[src/rtl/core/utsc_pkg.sv]
package utsc_pkg;

  localparam int NUM_CLIENTS_DEF = 8;
  // Received lengths above the buffer size are taken as the buffer size.
  localparam int BUFFER_BYTES = 4096;
  localparam logic [7:0] OVERHEAD_RESET = 8'd42;

  localparam logic [1:0] ACT_HEADER = 2'd0;
  localparam logic [1:0] ACT_BYTE   = 2'd1;
  localparam logic [1:0] ACT_END    = 2'd2;

  typedef logic alu_op_t;
  localparam alu_op_t ALU_ADD = 1'b0;
  localparam alu_op_t ALU_SUB = 1'b1;

  typedef struct packed {
    alu_op_t     op;
    logic [31:0] a;
    logic [31:0] b;
  } alu_req_t;

  typedef struct packed {
    logic [31:0] result;
    logic        zero;
  } alu_rsp_t;

  typedef struct packed {
    logic [31:0] expected;
    logic [31:0] in_order;
    logic [31:0] seq_err;
    logic [31:0] pay_err;
  } client_rec_t;

  localparam client_rec_t REC_RESET = '{
    expected: 32'd1,
    in_order: 32'd0,
    seq_err:  32'd0,
    pay_err:  32'd0
  };

endpackage

[src/rtl/core/utsc_client_mem.sv]
module utsc_client_mem import utsc_pkg::*; #(
  parameter  int NUM_CLIENTS = NUM_CLIENTS_DEF,
  localparam int IDX_W       = (NUM_CLIENTS > 1) ? $clog2(NUM_CLIENTS) : 1
) (
  input  logic              clk,
  input  logic              rst,
  input  logic [IDX_W-1:0]  rd_idx,
  output logic [31:0]       addr_rd,
  output client_rec_t       rec_rd,
  input  logic [IDX_W-1:0]  wr_idx,
  input  logic              addr_we,
  input  logic [31:0]       addr_wdata,
  input  logic              rec_we,
  input  client_rec_t       rec_wdata,
  input  logic              rec_clr
);

  logic [31:0]      addr_mem [NUM_CLIENTS];
  client_rec_t      rec_mem  [NUM_CLIENTS];
  logic [NUM_CLIENTS-1:0] addr_valid;
  logic [NUM_CLIENTS-1:0] rec_valid;
  logic [31:0]      addr_q;
  client_rec_t      rec_q;
  logic             addr_v_q;
  logic             rec_v_q;

  always_ff @(posedge clk) begin
    if (addr_we) begin
      addr_mem[wr_idx] <= addr_wdata;
    end
    if (rec_we) begin
      rec_mem[wr_idx] <= rec_wdata;
    end
    addr_q <= addr_mem[rd_idx];
    rec_q  <= rec_mem[rd_idx];
  end

  // A slot that was never written reads as empty, and a record that was
  // cleared reads as a fresh client, without touching the memory itself.
  always_ff @(posedge clk) begin
    if (rst) begin
      addr_valid <= '0;
      rec_valid  <= '0;
      addr_v_q   <= 1'b0;
      rec_v_q    <= 1'b0;
    end else begin
      if (addr_we) begin
        addr_valid[wr_idx] <= 1'b1;
      end
      if (rec_we) begin
        rec_valid[wr_idx] <= 1'b1;
      end else if (rec_clr) begin
        rec_valid[wr_idx] <= 1'b0;
      end
      addr_v_q <= addr_valid[rd_idx];
      rec_v_q  <= rec_valid[rd_idx];
    end
  end

  assign addr_rd = addr_v_q ? addr_q : 32'd0;
  assign rec_rd  = rec_v_q ? rec_q : REC_RESET;

endmodule

[config.mk]
export PLATFORM = sky130hd
export DESIGN_NAME = utsc_client_mem
export DESIGN_NICKNAME = d
export VERILOG_FILES = /design/src/rtl/core/utsc_pkg.sv /design/src/rtl/core/utsc_client_mem.sv
export SDC_FILE = /design/constraint.sdc
export NUM_CORES = 1
export LEC_CHECK = 0
export BUFFER_PORTS_ARGS = -buffer_cell sky130_fd_sc_hd__buf_4
export CORE_MARGIN = 3
export CORE_UTILIZATION = 65
export CTS_CLUSTER_DIAMETER = 60
export DETAILED_ROUTE_END_ITERATION = 8
export GPL_ROUTABILITY_DRIVEN = 1
export PLACE_DENSITY = 0.86
export SLEW_MARGIN = 15
export SYNTH_ARGS = -nofsm -noshare
export SYNTH_HDL_FRONTEND = slang
export SYNTH_SLANG_ARGS = --single-unit
[constraint.sdc]
create_clock -name clk -period 9.9 [get_ports clk]
set_input_delay 0.495 -clock clk [delete_from_list [all_inputs] [get_ports clk]]
set_output_delay 0.495 -clock clk [all_outputs]
set_load 0.01 [all_outputs]
==> summary.md, run 1 <==
| Metric | Value |
|---|---|
| Highest-count cells in the layout ignoring fill and taps | `sky130_fd_sc_hd__edfxtp_1, sky130_fd_sc_hd__buf_4, sky130_fd_sc_hd__mux4_2, sky130_fd_sc_hd__dfxtp_1, sky130_fd_sc_hd__and2_1` |
| Setup violation total in the final timing report | `0` |
| Post-Place Worst Slack | `5.82 ns` |
| Via-per-instance ratio | `6.37` |
| Total global routing track utilization | `between 20% and 30%` |
| CTS clock-pin slew for the worst setup and hold paths | `about 0.070 ns` |
| Series of cell instances along the critical path | `buf_8, buf_4, buf_12, mux4_2, mux2_2` |
| Met3 global-route usage | `under 10%` |
| Post-detailed-route count of antenna-violating nets | `0` |
| DR iter-0 viols | `around 2,700` |
| Synthesized instance count | `roughly 2,300` |
| Insertion delay of the later-clocked pin in the worst-skew pair | `roughly 0.74 ns` |
| Number of buffers created by CTS | `between 100 and 150` |
| Weighted congestion reported at the end of routability-driven placement | `around 0.74` |
| FF-to-FF End | `rec_q[59]` |
| Cell depth of the worst hold path | `2` |
| Number of slew-limit violations in the final report | `0` |
| Met2 track demand over resource | `48.8%` |
| Most area-consuming cells after synthesis | `sky130_fd_sc_hd__edfxtp_1, sky130_fd_sc_hd__mux4_2, sky130_fd_sc_hd__dfxtp_1, sky130_fd_sc_hd__mux2_2, sky130_fd_sc_hd__and2_1` |
| Number of cells traversed by the worst register-to-register path | `2` |
| Met1 track demand over resource in global routing | `38.8%` |
| Aggregate routed wire length | `between 100,000 and 150,000 µm` |
| Wire length of the first global-routing pass | `between 150,000 and 200,000 µm` |
| CP arrival | `about 3.9 ns` |
| Nets | `about 3,000` |
| Top Usage Layer GRT | `met2` |
| Adder and majority cell fraction of the synthesized area | `0%` |
| Average wire per standard cell | `around 30 µm` |
| Via count of the first global-routing pass | `about 27,000` |
| Post-CTS resize count | `0` |
| Max FO, Critical Path | `~120` |
| Number of synthesized register bits | `around 1,500` |
| Cell Rows | `around 100` |
| P&R area growth vs syn | `18.8%` |
| DP HPWL | `around 57,000 µm` |
| Minimum setup slack among reg-to-reg paths | `~8.5 ns` |
| Final critical path time including I/O delays and setup | `3.32 ns` |
| Kind of launch point of the worst setup path | `primary input` |
| Largest net degree at the start of global routing | `roughly 140` |
| Worst hold start | `rst` |
| Post-synthesis compound-gate area fraction | `0.320%` |
| Non-filler cells, final | `about 4,000` |
| Worst clock skew on the final layout | `0.0296 ns` |
| Worst Path Required | `between 10 and 15 ns` |
| IR Drop Worst-Case VDD | `0.000250 V` |
| Share of cells above drive strength 1 | `about 37%` |
| Antenna violations before repair | `18` |
| Number of top-level design ports | `331` |
| Highest cell delay on the worst timing path | `between 0.8 and 0.9 ns` |
| DIE AREA | `approximately 0.085 mm²` |
| Final number of hold-violating endpoints | `0` |
| Number of H-tree levels | `4` |
| Main combinational cell family by area after synthesis | `multiplexers` |
| Via count | `roughly 26,000` |
| Cell Count Post-Placement | `3,587` |
| Max-slew headroom | `around a quarter` |
| Share of synthesized area occupied by flip-flops and latches | `roughly 79%` |
| Setup repair after global routing missed its margin | `false` |
| Warning count from the yosys run | `0` |
| Minimum setup slack in the final design | `6.58 ns` |
| TritonCTS sink count | `roughly 1,500` |
| Path type of the worst min-delay path | `in -> reg` |
| Number of port buffers | `330` |
| Netlist cell types | `21` |
| Synthesized-area fraction occupied by and/or/nand/nor cells | `roughly 2.3%` |
| Cell type of the slowest stage on the worst timing path | `sky130_fd_sc_hd__buf_4` |
| Height of the chip | `roughly 290 µm` |
| Post-route clock period utilization | `33.5%` |
| Total power consumption of the routed design | `about 13 mW` |
| Count of unresolved DRC violations after routing | `0` |
| P_leak | `21.4 nW` |
| Critical Setup Path Class | `in -> reg` |
| Area of the mapped netlist | `between 0.05 and 0.06 mm²` |
| Highest clock frequency the design can meet | `301 MHz` |
| Starting density of the core | `about two thirds` |
| Detailed-routing iteration count for the pre-antenna-repair pass | `5` |
| TritonCTS clock tree | `yes` |
| Commonest non-fill, non-tap cell in the layout | `sky130_fd_sc_hd__edfxtp_1` |
| Post-synth net total | `~2,400` |
| Result of the run | `finished clean` |
| Transition time at the pin with the least slew margin | `1.12 ns` |
| Post-synth top area share | `72.3%` |
| Power density normalized to cell area | `~210 mW/mm²` |
| Multiplexer share of the synthesized area | `between 10% and 20%` |
| Maximum buffer depth of the clock tree | `3` |
| Width of the die | `292 µm` |
| Startpoint of the most critical register-to-register path | `rec_mem[3][59]` |
| Xor-xnor portion of the synthesized cell area | `0%` |
| Type of destination of the critical path | `register` |
| Max-cap violations | `0` |
| Post-synthesis area per instance | `23.4 µm²` |
| Setup tns final | `0 ns` |
| Global route total overflow | `0` |
| Cell at the root of the clock tree | `sky130_fd_sc_hd__clkbuf_16` |
| Cell type with the highest aggregate area in the netlist | `sky130_fd_sc_hd__edfxtp_1` |
| WHS | `roughly 0.067 ns` |
| Core ar. | `0.0808 mm²` |
## final cells by class
type	count	area, µm²
Clock buffer	180	3870
Sequential cell	1458	42000
Fill cell	3763	17700
Tap cell	1060	1330
Timing Repair Buffer	524	4380
Multi-Input combinational cell	705	10500
Antenna cell	15	37.5
Clock inverter	80	998
## metrics by stage
| stage | utilization, % | cell area, µm² |
|---|---|---|
| floorplan | - | 53100 |
| global placement | 70.1 | 56600 |
| detailed placement | 70.1 | 56600 |
| CTS | 78.1 | 63100 |
| global route | 78.1 | 63100 |
| finish | 78.1 | 63100 |
## state kept, by name, indices dropped and copies added, names as in the netlist, named ones only
| name | flops |
|---|---|
| rec_v_q | 1 |
| rec_mem | 1024 |
| addr_valid | 8 |
| addr_mem | 256 |
| rec_q | 128 |
| addr_q | 32 |
| addr_v_q | 1 |
## cells by family (layout without fill, tap and decap cells)
logic type	Yosys count	after routing
flip-flops	1458	1458
AO/OA/AOI/OAI	23	23
buffers and inverters	109	784
other	0	15
multiplexers	486	486
AND/OR/NAND/NOR	196	196
## report_power, final
group	switching, mW	internal, mW	total (mW)
sequential	0.0873	6.94	7.03
combinational	0.337	0.342	0.679
clock	2.33	3.29	5.62
total	2.75	10.6	13.3
## routing by layer
layer | part of all wire, % | vias up
met5 | 0.047 | -
met4 | 2.8 | 8
met3 | 7.7 | 220
met2 | 53 | 1436
met1 | 36 | 13500
li1 | - | 10500
## critical path: cells and delay by family
kind | cells | cell delay [ns]
multiplexers | 2 | 0.91
buffers and inverters | 3 | 2.20
## worst max path at each step
stage	to	slack (ns)	from	cells after the start
floorplan	register	5.58	wr_idx[2]	3
global placement	rec_q[123]	5.90	rd_idx[0]	5
detailed placement	rec_q[123]	5.82	rd_idx[0]	5
CTS	addr_q[5]	6.54	rd_idx[0]	5
global route	addr_q[3]	6.25	rd_idx[0]	5
finish	addr_q[4]	6.58	rd_idx[0]	5
## cell usage after synthesis
library cell               number
sky130_fd_sc_hd__a21boi_0       7
sky130_fd_sc_hd__a21oi_1        8
sky130_fd_sc_hd__a22oi_1        1
sky130_fd_sc_hd__and2_1       175
sky130_fd_sc_hd__and3_1         1
sky130_fd_sc_hd__and3b_1        3
sky130_fd_sc_hd__buf_1         11
sky130_fd_sc_hd__buf_2         15
sky130_fd_sc_hd__buf_6         29
sky130_fd_sc_hd__clkbuf_1      54
sky130_fd_sc_hd__dfxtp_1      178
sky130_fd_sc_hd__edfxtp_1    1280
sky130_fd_sc_hd__mux2_2       160
sky130_fd_sc_hd__mux2i_1        2
sky130_fd_sc_hd__mux4_2       324
sky130_fd_sc_hd__nand2b_1       1
sky130_fd_sc_hd__nand4_1        1
sky130_fd_sc_hd__nor2_1        11
sky130_fd_sc_hd__nor3_1         1
sky130_fd_sc_hd__nor3b_1        3
sky130_fd_sc_hd__o21ba_2        7
## timing repair
| item | CTS | global route |
|---|---|---|
| hold buffers | 160 | 0 |
| hold endpoints to repair | 1280 | 0 |
| buffers inserted | 0 | 0 |
(Power assumes the default switching activity.)
==> run 2: changes to the inputs <==
--- a/config.mk
+++ b/config.mk
@@ -7,11 +7,11 @@
 export LEC_CHECK = 0
 export BUFFER_PORTS_ARGS = -buffer_cell sky130_fd_sc_hd__buf_4
 export CORE_MARGIN = 3
-export CORE_UTILIZATION = 65
+export CORE_UTILIZATION = 54
 export CTS_CLUSTER_DIAMETER = 60
 export DETAILED_ROUTE_END_ITERATION = 8
 export GPL_ROUTABILITY_DRIVEN = 1
-export PLACE_DENSITY = 0.86
+export PLACE_DENSITY = 0.76
 export SLEW_MARGIN = 15
 export SYNTH_ARGS = -nofsm -noshare
 export SYNTH_HDL_FRONTEND = slang
==> constraint.sdc (replaced) <==
create_clock -name clk -period 2.8 [get_ports clk]
set_input_delay 0.14 -clock clk [delete_from_list [all_inputs] [get_ports clk]]
set_output_delay 0.14 -clock clk [all_outputs]
set_load 0.01 [all_outputs]
==> summary.md, run 2 (same netlist as run 1, synthesis figures left out) <==
| Metric | Value |
|---|---|
| Antenna violations before repair | `16 (-2)` |
| Detailed-routing iteration count for the pre-antenna-repair pass | `7 (+2)` |
| Post-detailed-route count of antenna-violating nets | `0 (unchanged)` |
| Post-CTS resize count | `0 (unchanged)` |
| Max-slew headroom | `53.5% (+28 points)` |
| Insertion delay of the later-clocked pin in the worst-skew pair | `0.75 ns (about the same)` |
| Average wire per standard cell | `26.6 µm (-12%)` |
| Maximum buffer depth of the clock tree | `3 (unchanged)` |
| Setup repair after global routing missed its margin | `false` |
| Nets | `3,059 (+2.0%)` |
| Type of destination of the critical path | `primary output` |
| Cell type of the slowest stage on the worst timing path | `sky130_fd_sc_hd__dfxtp_4` |
| Highest-count cells in the layout ignoring fill and taps | `sky130_fd_sc_hd__edfxtp_1, sky130_fd_sc_hd__buf_4, sky130_fd_sc_hd__mux4_2, sky130_fd_sc_hd__dfxtp_1, sky130_fd_sc_hd__dlygate4sd3_1` |
| Weighted congestion reported at the end of routability-driven placement | `0.728 (-1.4%)` |
| Count of unresolved DRC violations after routing | `0 (unchanged)` |
| Share of cells above drive strength 1 | `37.5% (+0.70 points)` |
| Post-CTS setup-driven buffer insertion count | `0 (unchanged)` |
| TritonCTS clock tree | `yes` |
| P&R area growth vs syn | `21.1%` |
| Minimum setup slack among reg-to-reg paths | `1.47 ns (-7.03 ns)` |
| Number of buffer and inverter instances along the worst setup path | `2 (-1)` |
| IR Drop Worst-Case VDD | `0.000515 V (+110%)` |
| CP arrival | `2.20 ns (-1.72 ns)` |
| Biggest register | `rec_mem` |
| Post-route cell area | `0.0644 mm² (+2.0%)` |
| Number of port buffers | `330 (unchanged)` |
| Final number of hold-violating endpoints | `0 (unchanged)` |
| Met1 track demand over resource in global routing | `29.8% (-9.0 points)` |
| Via count | `25,000 (-2.2%)` |
| Highest cell delay on the worst timing path | `0.66 ns (-0.18 ns)` |
| Result of the run | `finished clean` |
| Number of top-level design ports | `331 (unchanged)` |
| Number of buffers created by CTS | `144 (+2.9%)` |
| Worst clock skew on the final layout | `0.0215 ns (-0.00817 ns)` |
| Met3 global-route usage | `4.52% (-0.93 points)` |
| Global route total overflow | `0 (unchanged)` |
| Setup tns final | `0 ns (unchanged)` |
| Kind of launch point of the worst setup path | `register` |
| Worst Path Required | `2.66 ns (-7.84 ns)` |
| Largest net degree at the start of global routing | `58 (-58%)` |
| Wire length of the first global-routing pass | `172,000 µm (-4.7%)` |
| Number of H-tree levels | `4 (unchanged)` |
| Power density normalized to cell area | `728 mW/mm² (+240%)` |
| DR iter-0 viols | `2,381 (-12%)` |
| Aggregate routed wire length | `114,000 µm (-5.7%)` |
| Width of the die | `320 µm (+9.5%)` |
| Top Usage Layer GRT | `met2` |
| Via count of the first global-routing pass | `27,100 (-0.037%)` |
| DIE AREA | `0.102 mm² (+20%)` |
| Highest clock frequency the design can meet | `approximately 430 MHz` |
| Registers with the most flip-flops | `rec_mem x1024, addr_mem x256, rec_q x128` |
| Max FO, Critical Path | `26 (-78%)` |
| DP HPWL | `62,100 µm (+8.7%)` |
| Via-per-instance ratio | `5.83 (-8.5%)` |
| Path type of the worst min-delay path | `in -> reg` |
| Height of the chip | `320 µm (+9.5%)` |
| Number of slew-limit violations in the final report | `0 (unchanged)` |
| Cell repeated most along the worst path | `sky130_fd_sc_hd__buf_4` |
| TritonCTS sink count | `1,458 (unchanged)` |
| Post-route clock period utilization | `~84%` |
| Critical Setup Path Class | `reg -> out` |
| Commonest non-fill, non-tap cell in the layout | `sky130_fd_sc_hd__edfxtp_1` |
| Max FFs per register | `1,024 (unchanged)` |
| Transition time at the pin with the least slew margin | `0.697 ns (-0.418 ns)` |
| Met2 track demand over resource | `38.1% (-11 points)` |
| Core ar. | `0.0971 mm² (+20%)` |
| P_leak | `21.8 nW (+1.9%)` |
| Series of cell instances along the critical path | `buf_4, and2_1, buf_4` |
| CTS clock-pin slew for the worst setup and hold paths | `0.06 ns (about the same)` |
| Max-cap violations | `0 (unchanged)` |
| Final critical path time including I/O delays and setup | `approximately 2.3 ns` |
| Cell at the root of the clock tree | `sky130_fd_sc_hd__clkbuf_16` |
| Cell Rows | `114 (+9.6%)` |
| Total global routing track utilization | `22.7% (-6.2 points)` |
| Cell class contributing the biggest share of worst-path delay | `flip-flops` |
| Starting density of the core | `54.7% (-11 points)` |
| Standard cell area after detailed placement | `0.0577 mm² (+1.9%)` |
| Setup violation total in the final timing report | `0 (unchanged)` |
-- run 2: cell count changes in the layout (fill, tap and decap cells not counted), moves of 2 or more --
cell	change
sky130_fd_sc_hd__buf_4	+4
sky130_fd_sc_hd__inv_6	-4
sky130_fd_sc_hd__clkbuf_1	+5
sky130_fd_sc_hd__clkbuf_8	+9
sky130_fd_sc_hd__buf_12	+39
sky130_fd_sc_hd__dlygate4sd3_1	+12
sky130_fd_sc_hd__bufinv_16	-6
sky130_fd_sc_hd__diode_2	-2
sky130_fd_sc_hd__clkinv_2	-6
sky130_fd_sc_hd__clkinv_16	+3
-- run 2: final timing paths --
| kind | endpoint | cells after the start | from |
|---|---|---|---|
| worst max-delay path | rec_rd[97] | 3 | rec_v_q |
| worst max register to register | addr_q[22] | 2 | addr_mem[0][22] |
| worst min register to register | addr_valid[2] | 2 | addr_valid[2] |
| worst min-delay path | addr_q[28] | 3 | rd_idx[1] |
-- run 2: cell type report --
class                   count  area [µm²]
flip-flops and latches   1458       42000
fillers                  5906       32800
multi-input cells         705       10500
repair buffers            579        5310
clock buffers             195        4040
well taps                1276        1600
clock inverters            70         871
diodes                     13        32.5
-- run 2: timing repair --
action,in CTS,in global routing
hold buffers,172,0
endpoints found under the setup margin,0,0
endpoints found under the hold margin,1351,0
-- run 2: metrics by stage --
step / hold slack [ns] / util (%) / setup WS, ns / instances / power, mW
2_1_floorplan: 0.212 / - / 0.273 / 2272 / 26.5
3_3_place_gp: 0.364 / 59.4 / 0.847 / 3846 / 27.3
3_5_place_dp: 0.372 / 59.4 / 0.811 / 3846 / 27.5
4_1_cts: 0.0646 / 66.2 / 0.409 / 4283 / 47.2
5_1_grt: 0.105 / 66.3 / 0.376 / 4291 / 48.3
6_report: 0.0950 / 66.3 / 0.459 / 4296 / 46.9
-- run 2: report_power, final --
group | internal, mW | switching (mW)
Sequential | 24.5 | 0.248
Clock | 11.5 | 8.16
Combinational | 1.29 | 1.19
Total | 37.3 | 9.59
-- run 2: metal layers --
metal  vias to the layer above  routed length [µm]
met4                         6                3530
met5                         -                  38
met1                     13200               44600
li1                      10600                   -
met3                       215                7380
met2                      1013               58500
-- run 2: tightest hold or removal path, cell delays in order --
cell and delay [ns]:
sky130_fd_sc_hd__buf_8 0.23, sky130_fd_sc_hd__mux4_2 0.29, sky130_fd_sc_hd__mux2_2 0.13
